## config.mk

```make
export PLATFORM = sky130hd
export DESIGN_NAME = qcpm_regs
export DESIGN_NICKNAME = d
export VERILOG_FILES = /design/src/hw/rtl/qcpm_pkg.sv /design/src/hw/rtl/qcpm_regs.sv
export SDC_FILE = /design/constraint.sdc
export NUM_CORES = 1
export LEC_CHECK = 0
export BUFFER_PORTS_ARGS = -buffer_cell sky130_fd_sc_hd__buf_4
export CAP_MARGIN = 0
export CORE_AREA = 5 5 154 112
export CTS_BUF_LIST = sky130_fd_sc_hd__clkbuf_2
export CTS_CLUSTER_SIZE = 12
export DETAILED_ROUTE_END_ITERATION = 10
export DIE_AREA = 0 0 159 117
export GPL_TIMING_DRIVEN = 0
export PLACE_DENSITY = 0.64
export SYNTH_ARGS = -nofsm -noshare
export SYNTH_HDL_FRONTEND = slang
export SYNTH_SLANG_ARGS = --single-unit
export TNS_END_PERCENT = 10
```

## constraint.sdc

```tcl
create_clock -name i_clk -period 2.6 [get_ports i_clk]
set_input_delay 0 -clock i_clk [delete_from_list [all_inputs] [get_ports i_clk]]
set_output_delay 0 -clock i_clk [all_outputs]
set_load 0.01 [all_outputs]
```

## src/hw/rtl/qcpm_pkg.sv

```systemverilog
// ----------------------------------------------------------------------------
// qcpm_pkg
// Shared widths, constants, register map and types of the cascaded pid mixer.
// ----------------------------------------------------------------------------
package qcpm_pkg;

    // outer loop runs once every DIVIDER ticks
    localparam int DIVIDER = 4;
    localparam int DIV_W   = $clog2(DIVIDER + 1);

    // field and datapath widths
    localparam int GAIN_W  = 24;
    localparam int VAL_W   = 16;
    localparam int THR_W   = 11;
    localparam int LIM_W   = 15;
    localparam int MOTOR_W = 16;
    localparam int ERR_W   = VAL_W + 1;
    localparam int DIFF_W  = ERR_W + 1;
    localparam int AOUT_W  = 28;
    localparam int OPND_W  = AOUT_W + 1;
    localparam int FRAC_W  = 16;
    localparam int PROD_W  = GAIN_W + 1 + OPND_W;
    localparam int FPROD_W = PROD_W - FRAC_W;
    localparam int MIX_W   = FPROD_W + 1;

    // throttle scale: floor(thr * 128 / 5) = floor(thr * 128 * RECIP / 2^20)
    localparam int                THR_SHIFT     = 7;
    localparam int                U1_POST_SHIFT = 4;
    localparam logic [GAIN_W-1:0] U1_RECIP      = 24'd209716;

    // configuration port
    localparam int APB_DATA_W = 32;
    localparam int REG_IDX_W  = 3;
    localparam int APB_ADDR_W = REG_IDX_W + 2;

    localparam logic [REG_IDX_W-1:0] REG_KP_ANGLE    = 3'd0;
    localparam logic [REG_IDX_W-1:0] REG_KI_ANGLE    = 3'd1;
    localparam logic [REG_IDX_W-1:0] REG_KD_ANGLE    = 3'd2;
    localparam logic [REG_IDX_W-1:0] REG_KP_RATE     = 3'd3;
    localparam logic [REG_IDX_W-1:0] REG_INT_LIMIT   = 3'd4;
    localparam logic [REG_IDX_W-1:0] REG_RATE_ONLY   = 3'd5;
    localparam logic [REG_IDX_W-1:0] REG_INT_ENABLE  = 3'd6;
    localparam logic [REG_IDX_W-1:0] REG_CTRL_ENABLE = 3'd7;

    localparam logic [GAIN_W-1:0] KP_ANGLE_RST  = 24'd983;
    localparam logic [GAIN_W-1:0] KI_ANGLE_RST  = 24'd0;
    localparam logic [GAIN_W-1:0] KD_ANGLE_RST  = 24'd0;
    localparam logic [GAIN_W-1:0] KP_RATE_RST   = 24'd13107;
    localparam logic [LIM_W-1:0]  INT_LIMIT_RST = 15'd2560;

    typedef struct packed {
        logic [GAIN_W-1:0] kp_angle;
        logic [GAIN_W-1:0] ki_angle;
        logic [GAIN_W-1:0] kd_angle;
        logic [GAIN_W-1:0] kp_rate;
        logic [LIM_W-1:0]  integral_limit;
        logic              rate_only;
        logic              integral_enable;
        logic              control_enable;
    } t_cfg;

    typedef struct packed {
        logic signed [VAL_W-1:0] target_roll;
        logic signed [VAL_W-1:0] target_pitch;
        logic signed [VAL_W-1:0] angle_roll;
        logic signed [VAL_W-1:0] angle_pitch;
        logic signed [VAL_W-1:0] rate_roll;
        logic signed [VAL_W-1:0] rate_pitch;
        logic [THR_W-1:0]        throttle;
    } t_in_item;

    typedef struct packed {
        logic [MOTOR_W-1:0] motor_front;
        logic [MOTOR_W-1:0] motor_right;
        logic [MOTOR_W-1:0] motor_back;
        logic [MOTOR_W-1:0] motor_left;
    } t_out_item;

endpackage

```

## src/hw/rtl/qcpm_regs.sv

```systemverilog
// ----------------------------------------------------------------------------
// qcpm_regs
// Configuration register file behind an apb-style port.
// ----------------------------------------------------------------------------
module qcpm_regs (
    input  logic                                i_clk,
    input  logic                                i_rst_n,
    input  logic                                psel,
    input  logic                                penable,
    input  logic                                pwrite,
    input  logic [qcpm_pkg::APB_ADDR_W-1:0]     paddr,
    input  logic [qcpm_pkg::APB_DATA_W-1:0]     pwdata,
    output logic [qcpm_pkg::APB_DATA_W-1:0]     prdata,
    output logic                                pready,
    output qcpm_pkg::t_cfg                      o_cfg
);
    import qcpm_pkg::*;

    t_cfg                  r_cfg;
    logic [REG_IDX_W-1:0]  reg_idx;
    logic                  wr_en;

    assign reg_idx = paddr[APB_ADDR_W-1:2];
    assign wr_en   = psel & penable & pwrite;
    assign pready  = 1'b1;
    assign o_cfg   = r_cfg;

    always_ff @(posedge i_clk) begin
        if (!i_rst_n) begin
            r_cfg.kp_angle        <= KP_ANGLE_RST;
            r_cfg.ki_angle        <= KI_ANGLE_RST;
            r_cfg.kd_angle        <= KD_ANGLE_RST;
            r_cfg.kp_rate         <= KP_RATE_RST;
            r_cfg.integral_limit  <= INT_LIMIT_RST;
            r_cfg.rate_only       <= 1'b0;
            r_cfg.integral_enable <= 1'b0;
            r_cfg.control_enable  <= 1'b1;
        end else if (wr_en) begin
            unique case (reg_idx)
                REG_KP_ANGLE:    r_cfg.kp_angle        <= pwdata[GAIN_W-1:0];
                REG_KI_ANGLE:    r_cfg.ki_angle        <= pwdata[GAIN_W-1:0];
                REG_KD_ANGLE:    r_cfg.kd_angle        <= pwdata[GAIN_W-1:0];
                REG_KP_RATE:     r_cfg.kp_rate         <= pwdata[GAIN_W-1:0];
                REG_INT_LIMIT:   r_cfg.integral_limit  <= pwdata[LIM_W-1:0];
                REG_RATE_ONLY:   r_cfg.rate_only       <= pwdata[0];
                REG_INT_ENABLE:  r_cfg.integral_enable <= pwdata[0];
                REG_CTRL_ENABLE: r_cfg.control_enable  <= pwdata[0];
            endcase
        end
    end

    always_comb begin
        unique case (reg_idx)
            REG_KP_ANGLE:    prdata = {{(APB_DATA_W-GAIN_W){1'b0}}, r_cfg.kp_angle};
            REG_KI_ANGLE:    prdata = {{(APB_DATA_W-GAIN_W){1'b0}}, r_cfg.ki_angle};
            REG_KD_ANGLE:    prdata = {{(APB_DATA_W-GAIN_W){1'b0}}, r_cfg.kd_angle};
            REG_KP_RATE:     prdata = {{(APB_DATA_W-GAIN_W){1'b0}}, r_cfg.kp_rate};
            REG_INT_LIMIT:   prdata = {{(APB_DATA_W-LIM_W){1'b0}}, r_cfg.integral_limit};
            REG_RATE_ONLY:   prdata = {{(APB_DATA_W-1){1'b0}}, r_cfg.rate_only};
            REG_INT_ENABLE:  prdata = {{(APB_DATA_W-1){1'b0}}, r_cfg.integral_enable};
            REG_CTRL_ENABLE: prdata = {{(APB_DATA_W-1){1'b0}}, r_cfg.control_enable};
        endcase
    end

endmodule

```

==> results of run 1 <==
[final timing paths]
path | endpoint | slack, ps | cells past startpoint
worst max-delay path | prdata[9] | 200 | 7
worst min-delay path | o_cfg[65] | 80 | 5
worst min register to register | o_cfg[53] | 490 | 2
worst max register to register | o_cfg[96] | 1320 | 3
[synth_stat cells]
master | n | area (um^2)
or3b_2 | 2 | 17.5
a21boi_0 | 7 | 52.6
buf_6 | 6 | 67.6
a221oi_1 | 7 | 61.3
buf_2 | 8 | 40.0
or3b_1 | 5 | 43.8
or2_2 | 9 | 56.3
nor2_2 | 2 | 12.5
o22ai_1 | 2 | 12.5
o311ai_0 | 3 | 26.3
nand2_1 | 118 | 443
nand4_1 | 1 | 6.26
o21ai_0 | 12 | 60.1
nor2_1 | 7 | 26.3
conb_1 | 2 | 7.51
or3_1 | 2 | 12.5
buf_4 | 18 | 135
inv_1 | 13 | 48.8
dfxtp_1 | 114 | 2280
o31ai_1 | 7 | 52.6
o211ai_1 | 15 | 113
nand3_1 | 6 | 30.0
o21bai_1 | 6 | 45.0
nand2b_1 | 3 | 18.8
clkbuf_1 | 23 | 86.3
nand4b_4 | 1 | 23.8
o32a_1 | 1 | 10.0
mux2i_1 | 105 | 1050
mux4_2 | 17 | 383
nor3_1 | 1 | 5.00
nor2_4 | 1 | 11.3
nor2b_1 | 15 | 93.8
[worst max-delay path, stage by stage]
cell           delay, ps
dlygate4sd3_1        540
buf_4                140
buf_2                260
clkbuf_1             610
nand3_1              170
a221oi_1             460
buf_4                210
[metrics by stage]
stage | util | cells | cell area (um^2) | hold slack, ps
6_report | 0.472 | 984 | 7450 | 84.6
5_1_grt | 0.472 | 984 | 7450 | 79.0
4_1_cts | 0.472 | 984 | 7450 | 36.8
3_5_place_dp | 0.436 | 918 | 6870 | 289
3_3_place_gp | 0.436 | 918 | 6870 | 281
2_1_floorplan | - | 546 | 5360 | 160
[metal layers]
metal	part of all wire	global-route usage	wire, um	vias up
met5	0	0	0	-
met4	0.013	0.0557	287	0
met3	0.083	0.0620	1760	25
met2	0.45	0.352	9530	271
met1	0.46	0.308	9740	2516
li1	-	-	-	2304
[timing repair]
action                                  in CTS  in global routing
endpoints found under the setup margin       0                  0
setup buffers                                0                  0
gates resized for setup                      0                  0
hold buffers                                34                  0
hold endpoints to repair                   114                  0
[placed cells by master, fill, tap and decap left out, types with 2 or more instances in the layout]
cell / netlist / final
buf_4: 18 / 185
nand2_1: 118 / 118
dfxtp_1: 114 / 114
mux2i_1: 105 / 105
dlygate4sd3_1: 0 / 34
clkbuf_1: 23 / 23
clkbuf_2: 0 / 18
mux4_2: 17 / 17
nor2b_1: 15 / 15
o211ai_1: 15 / 15
inv_1: 13 / 13
o21ai_0: 12 / 12
or2_2: 9 / 9
conb_1: 2 / 9
buf_2: 8 / 8
nor2_1: 7 / 7
a221oi_1: 7 / 7
a21boi_0: 7 / 7
o31ai_1: 7 / 7
buf_6: 6 / 6
nand3_1: 6 / 6
o21bai_1: 6 / 6
or3b_1: 5 / 5
clkinv_2: 0 / 5
clkinv_1: 0 / 4
nand2b_1: 3 / 3
o311ai_0: 3 / 3
bufinv_16: 0 / 3
nor2_2: 2 / 2
o22ai_1: 2 / 2
or3b_2: 2 / 2
or3_1: 2 / 2
clkinvlp_4: 0 / 2
[layout make-up]
cell class | instances | share of cell area
Multi-Input combinational cell | 364 | 0.363
Sequential cell | 114 | 0.306
Timing Repair Buffer | 201 | 0.214
Buffer | 55 | 0.0442
Tap cell | 205 | 0.0344
Clock inverter | 14 | 0.0195
Clock buffer | 18 | 0.0121
Inverter | 13 | 0.00655
[kinds of logic (layout without fill, tap and decap cells)]
family	after synthesis	after routing	share of synthesized area
compound gates	60	60	0.0811
buf+inv	68	301	0.0708
flops	114	114	0.428
mux	122	122	0.269
other cells	2	9	0.00141
simple gates	173	173	0.150
[power groups by stage]
stage / Combinational [uW] / Clock, uW / Sequential, uW
4_1_cts: 432 / 1220 / 1780
2_1_floorplan: 205 / 0 / 1820
3_5_place_dp: 393 / 0 / 1810
6_report: 437 / 1220 / 1780
3_3_place_gp: 387 / 0 / 1810
5_1_grt: 466 / 1310 / 1780
==> results.cfg, run 1 <==
[sta]
timing.fmax_mhz = 417
slew_violations = 0
setup_slack_ps = 201
clock_skew_ps = 0
rsz0062_at_grt = no
setup_violations = 0
maxSlewHeadroom = 0.405
fin_tns_setup_ps = 0
tightest_slew_ps = 892
fin_crit_sh = 0.923
hold_viol = 0
fin_crit_ps = 2400

[setup_path]
cp.arrival_ps = 2400
worstPathMaxFanout = 10
r2r-start = o_cfg[96]
required_ps = 2600
startpoint_type = input pin
end_kind = primary output
setup.worst_path.start = paddr[4]
criticalPathCategory = input pin to primary output

[drt]
drcViolationCount = 0
routed_wl_um = 21300
ant_nets = 0
vias_per_cell = 5.20
wl_per_cell_um = 21.7
drt_first_pass_iters = 4
first_iter_violations = 371
via_count = 5116

[finish]
nFillCells = 1515
regArea_um2 = 2280
final_nets = 808
syn2layout_area_growth_pct = 39.6
antennaDiodeCount = 0
multiInputGateArea_um2 = 2700
largest_register_ffs = 114
drive_above_1_share = 0.332

[synthesis]
ys_seq_area_frac = 0.428
syn_inst = 539
yosys_warnings = 0
ys_types = 32
synth_seq_cells = 114
syn_area_um2 = 5340
avgSynthCellArea_um2 = 9.90

[floorplan]
die_h_um = 117
dieArea_um2 = 18600
die_w_um = 159
core_area_um2 = 15800
start_util = 0.338
num_rows = 39
ios = 189

[global_routing]
grt_usage = 0.224
antenna_found_initial = 0
grt_pass1_wl_um = 31800
grt_max_degree = 17
grt.overflow.total = 0
grt_pass1_vias = 5175

[hold_path]
hold_class = input pin to register
worstHoldStart = pwrite

[power_and_ir_drop]
clock_power_share = 0.356
p_total_uw = 3430
pwr-share-seq = 0.517
irDropWorstVdd_mv = 0.234
p_int_uw = 2470
power_density_nw_per_um2 = 461
p_sw_uw = 966
p_leak_uw = 0.00346
combPwrFrac = 0.127
sw_frac_of_total = 0.281

[clock_tree]
cts_buffers = 17
htreeDepth = 4
insertion_delay_ps = 660
cts_tree = done
root_buffer = clkbuf_2
cts_buffer_depth = 2
numClockSinks = 114
clk_pin_slew_ps = 180

[job]
maxCapViolCount = 0

[placement]
post-place-ws_ps = 830
io_buffer_count = 167
dp_hpwl_um = 15100
place_congestion = 0.848

[outcome]
status = completed
(Power assumes the default switching activity.)
==> run 2, diff against run 1 <==
--- a/config.mk
+++ b/config.mk
@@ -7,13 +7,15 @@
 export LEC_CHECK = 0
 export BUFFER_PORTS_ARGS = -buffer_cell sky130_fd_sc_hd__buf_4
 export CAP_MARGIN = 0
-export CORE_AREA = 5 5 154 112
+export CELL_PAD_IN_SITES_DETAIL_PLACEMENT = 0
+export CELL_PAD_IN_SITES_GLOBAL_PLACEMENT = 2
+export CORE_AREA = 5 5 158 115
 export CTS_BUF_LIST = sky130_fd_sc_hd__clkbuf_2
 export CTS_CLUSTER_SIZE = 12
 export DETAILED_ROUTE_END_ITERATION = 10
-export DIE_AREA = 0 0 159 117
+export DIE_AREA = 0 0 163 120
 export GPL_TIMING_DRIVEN = 0
-export PLACE_DENSITY = 0.64
+export PLACE_DENSITY = 0.92
 export SYNTH_ARGS = -nofsm -noshare
 export SYNTH_HDL_FRONTEND = slang
 export SYNTH_SLANG_ARGS = --single-unit
==> results.cfg, run 2 (synthesis results as in run 1) <==
[outcome]
status = completed

[setup_path]
worstPathMaxFanout = 10
startpoint_type = input pin
required_ps = 2600
reg2reg_slack_ps = 1370
r2r-end = o_cfg[94]
r2r-start = o_cfg[94]
critPathTopFamily = buffers and inverters
crit_path_frequent_cell = buf_4
critPathBufInv = 5
path_cells = dlygate4sd3_1 -> buf_4 -> buf_4 -> buf_2 -> nand2b_1 -> nor2_1 -> a221oi_1 -> buf_4
end_kind = primary output
max_stage_delay_ps = 530
cp.arrival_ps = 2300
r2r_cells = 3
criticalPathCategory = input pin to primary output
cpMaxStageDelayCell = dlygate4sd3_1

[drt]
routed_wl_um = 21200
vias_per_cell = 4.97
drt_first_pass_iters = 5
wl_per_cell_um = 21.0
ant_nets = 0
first_iter_violations = 416
via_count = 5001
drcViolationCount = 0

[floorplan]
die_w_um = 163
die_h_um = 120
dieArea_um2 = 19600
start_util = 0.321
num_rows = 40
ios = 189
core_area_um2 = 16600

[finish]
final_common_cell = buf_4
final_cell_mix = buf_4 (185), nand2_1 (118), dfxtp_1 (114)
antennaDiodeCount = 0
post-route-cell-area_um2 = 7400
syn2layout_area_growth_pct = 38.8
fin_util = 0.446
final_nets = 807
drive_above_1_share = 0.331
largest_register_ffs = 114

[hold_path]
worstHoldStart = pwrite
min_to = o_cfg[44]
hold_class = input pin to register
holdPathStages = 5

[clock_tree]
cts_buffer_depth = 2
clk_pin_slew_ps = 160
cts_setup_buffers = 0
insertion_delay_ps = 690
cts_tree = done
root_buffer = clkbuf_2
htreeDepth = 4
post_cts_resized = 0
numClockSinks = 114
cts_buffers = 17

[placement]
place_area_um2 = 6900
dp_hpwl_um = 15100
place_congestion = 0.845
post-place-ws_ps = 860
io_buffer_count = 167

[global_routing]
antenna_found_initial = 0
grt.overflow.total = 0
grt_pass1_wl_um = 31700
grt_usage = 0.216
grt_max_degree = 17
grt_pass1_vias = 5194

[power_and_ir_drop]
p_leak_uw = 0.00343
power_density_nw_per_um2 = 431
irDropWorstVdd_mv = 0.188

[sta]
rsz0062_at_grt = no
fin_crit_sh = 0.886
hold_slack_ps = 81.6
hold_viol = 0
setup_violations = 0
fin_tns_setup_ps = 0
clock_skew_ps = 0
setup_slack_ps = 297
timing.fmax_mhz = 434
slew_violations = 0
maxSlewHeadroom = 0.417
tightest_slew_ps = 875
fin_crit_ps = 2300

[job]
maxCapViolCount = 0
## run 2: layer usage
metal	track usage	routed length (um)	vias up
li1	-	-	2314
met1	0.289	9580	2414
met2	0.330	9330	239
met3	0.0745	1850	34
met4	0.0639	399	0
met5	0	0	-
## run 2: layout make-up
class / count / area [um^2]
fill: 1645 / 9210
multi-input combinational: 364 / 2700
sequential: 114 / 2280
timing repair buffer: 200 / 1580
buffer: 55 / 329
tap: 231 / 289
clock buffer: 20 / 100
clock inverter: 10 / 70.1
inverter: 13 / 48.8
## run 2: where the power goes
group	switching (uW)	total [uW]	internal [uW]
logic	247	434	187
clock network	660	985	325
registers	12.9	1780	1760
## run 2: worst max-delay path by stage
| stage | from | end | slack, ps | depth (start not counted) |
|---|---|---|---|---|
| 6_report | paddr[2] | prdata[13] | 300 | 8 |
| 5_1_grt | paddr[2] | prdata[13] | 160 | 8 |
| 4_1_cts | paddr[2] | prdata[13] | 290 | 8 |
| 3_5_place_dp | paddr[2] | prdata[13] | 860 | 7 |
| 3_3_place_gp | paddr[2] | prdata[10] | 880 | 7 |
| 2_1_floorplan | o_cfg[98] | prdata[8] | 1390 | 3 |
## run 2: timing repair
item / in CTS / in global routing
hold buffers: 33 / 0
endpoints found under the setup margin: 0 / 0
endpoints found under the hold margin: 114 / 0
## run 2: worst min-delay path, stage by stage
cell     delay [ps]
buf_4           120
nand4_1         160
or3_1           130
buf_2           230
mux2i_1         100
## run 2: per-stage QoR
| step | total power [uW] | instances |
|---|---|---|
| after global placement | 2200 | 944 |
| final | 3190 | 1007 |
| after detailed placement | 2210 | 944 |
| after CTS | 3210 | 1007 |
| after floorplan | 2020 | 546 |
| after global routing | 3330 | 1007 |
==> run 3, diff against run 2 <==
--- a/config.mk
+++ b/config.mk
@@ -9,13 +9,12 @@
 export CAP_MARGIN = 0
 export CELL_PAD_IN_SITES_DETAIL_PLACEMENT = 0
 export CELL_PAD_IN_SITES_GLOBAL_PLACEMENT = 2
-export CORE_AREA = 5 5 158 115
-export CTS_BUF_LIST = sky130_fd_sc_hd__clkbuf_2
+export CORE_AREA = 5 5 161 117
 export CTS_CLUSTER_SIZE = 12
 export DETAILED_ROUTE_END_ITERATION = 10
-export DIE_AREA = 0 0 163 120
+export DIE_AREA = 0 0 166 122
 export GPL_TIMING_DRIVEN = 0
-export PLACE_DENSITY = 0.92
+export PLACE_DENSITY = 0.89
 export SYNTH_ARGS = -nofsm -noshare
 export SYNTH_HDL_FRONTEND = slang
 export SYNTH_SLANG_ARGS = --single-unit
==> results.cfg, run 3 (synthesis results as in run 1) <==
[clock_tree]
post_cts_resized = 0
cts_buffer_depth = 2
cts_buffers = 17
root_buffer = clkbuf_16
clk_pin_slew_ps = 50
numClockSinks = 114
cts_tree = done
htreeDepth = 4
insertion_delay_ps = 410

[finish]
antennaDiodeCount = 0
drive_above_1_share = 0.341
final_cell_mix = buf_4 (185), nand2_1 (118), dfxtp_1 (114)
final_common_cell = buf_4
largest_register_ffs = 114
syn2layout_area_growth_pct = 46.4
nFillCells = 1641
fin_util = 0.449
final_nets = 798

[outcome]
status = completed

[power_and_ir_drop]
irDropWorstVdd_mv = 0.299
p_leak_uw = 0.00361
power_density_nw_per_um2 = 618

[sta]
timing.fmax_mhz = 543
tightest_slew_ps = 896
slew_violations = 0
maxSlewHeadroom = 0.403
rsz0062_at_grt = no
hold_viol = 0
fin_crit_sh = 0.708
clock_skew_ps = 0
setup_violations = 0
fin_tns_setup_ps = 0
fin_crit_ps = 1840

[setup_path]
r2r-start = o_cfg[1]
criticalPathCategory = input pin to primary output
cp.arrival_ps = 1840
end_kind = primary output
reg2reg_slack_ps = 1870
startpoint_type = input pin
r2r-end = o_cfg[1]
required_ps = 2600
worstPathMaxFanout = 10
r2r_cells = 2

[placement]
place_congestion = 0.804
dp_hpwl_um = 15400
io_buffer_count = 167

[floorplan]
num_rows = 41
die_w_um = 166
dieArea_um2 = 20300
core_area_um2 = 17400
start_util = 0.307
ios = 189
die_h_um = 122

[drt]
vias_per_cell = 5.04
first_iter_violations = 322
drcViolationCount = 0
drt_first_pass_iters = 6
ant_nets = 0
via_count = 5065
wl_per_cell_um = 21.5
routed_wl_um = 21600

[hold_path]
holdPathStages = 3
hold_class = input pin to register
min_to = o_cfg[12]
worstHoldStart = penable

[global_routing]
grt_pass1_vias = 5150
grt_pass1_wl_um = 31800
antenna_found_initial = 0
grt_max_degree = 17
grt_usage = 0.209
grt.overflow.total = 0

[job]
maxCapViolCount = 0
-- run 3: per-stage QoR --
| step | hold WS (ps) | setup slack, ps | instances | total power (uW) | cell area, um^2 |
|---|---|---|---|---|---|
| 2_1_floorplan | 160 | 1390 | 546 | 2020 | 5360 |
| 3_3_place_gp | 278 | 798 | 949 | 2200 | 6910 |
| 3_5_place_dp | 294 | 783 | 949 | 2210 | 6910 |
| 4_1_cts | 51.6 | 752 | 1005 | 4850 | 7810 |
| 5_1_grt | 82.6 | 679 | 1005 | 4970 | 7810 |
| 6_report | 65.8 | 758 | 1005 | 4830 | 7810 |
-- run 3: worst max-delay path: stages --
cell	delay, ps
buf_4	170
buf_4	270
buf_2	400
nand2b_1	370
nor2_1	90
a221oi_1	340
buf_4	200
-- run 3: how the worst max path moves through the flow --
stage | to | cells after the start | start | slack [ps]
CTS | prdata[5] | 4 | o_cfg[95] | 750
floorplan | prdata[8] | 3 | o_cfg[98] | 1390
finish | prdata[13] | 7 | paddr[2] | 760
detailed placement | prdata[9] | 7 | paddr[2] | 780
global placement | prdata[9] | 7 | paddr[2] | 800
global route | prdata[13] | 7 | paddr[2] | 680
-- run 3: layout make-up --
cell class                      instances  area [um^2]  share of cell area
Tap cell                              236          295              0.0378
Sequential cell                       114         2280               0.292
Clock inverter                         10          178              0.0227
Timing Repair Buffer                  191         1490               0.191
Multi-Input combinational cell        364         2700               0.346
Buffer                                 55          329              0.0421
Clock buffer                           22          484              0.0620
Inverter                               13         48.8             0.00625
-- run 3: per-layer routing --
layer	wire length (um)	track usage	vias to the layer above	part of all wire
met3	1860	0.0746	26	0.086
met5	0	0	-	0
met4	254	0.0505	0	0.012
met1	9400	0.272	2497	0.44
li1	-	-	2294	-
met2	10000	0.336	248	0.47
-- run 3: power breakdown --
group / leakage, uW / internal (uW) / switching (uW)
sequential: 0.000920 / 1760 / 13.0
combinational: 0.00236 / 180 / 248
clock: 0.000326 / 1790 / 828
total: 0.00361 / 3740 / 1090
-- run 3: repair_timing --
item,CTS,global route
buffers inserted,0,0
hold buffers,24,0
endpoints found under the hold margin,113,0
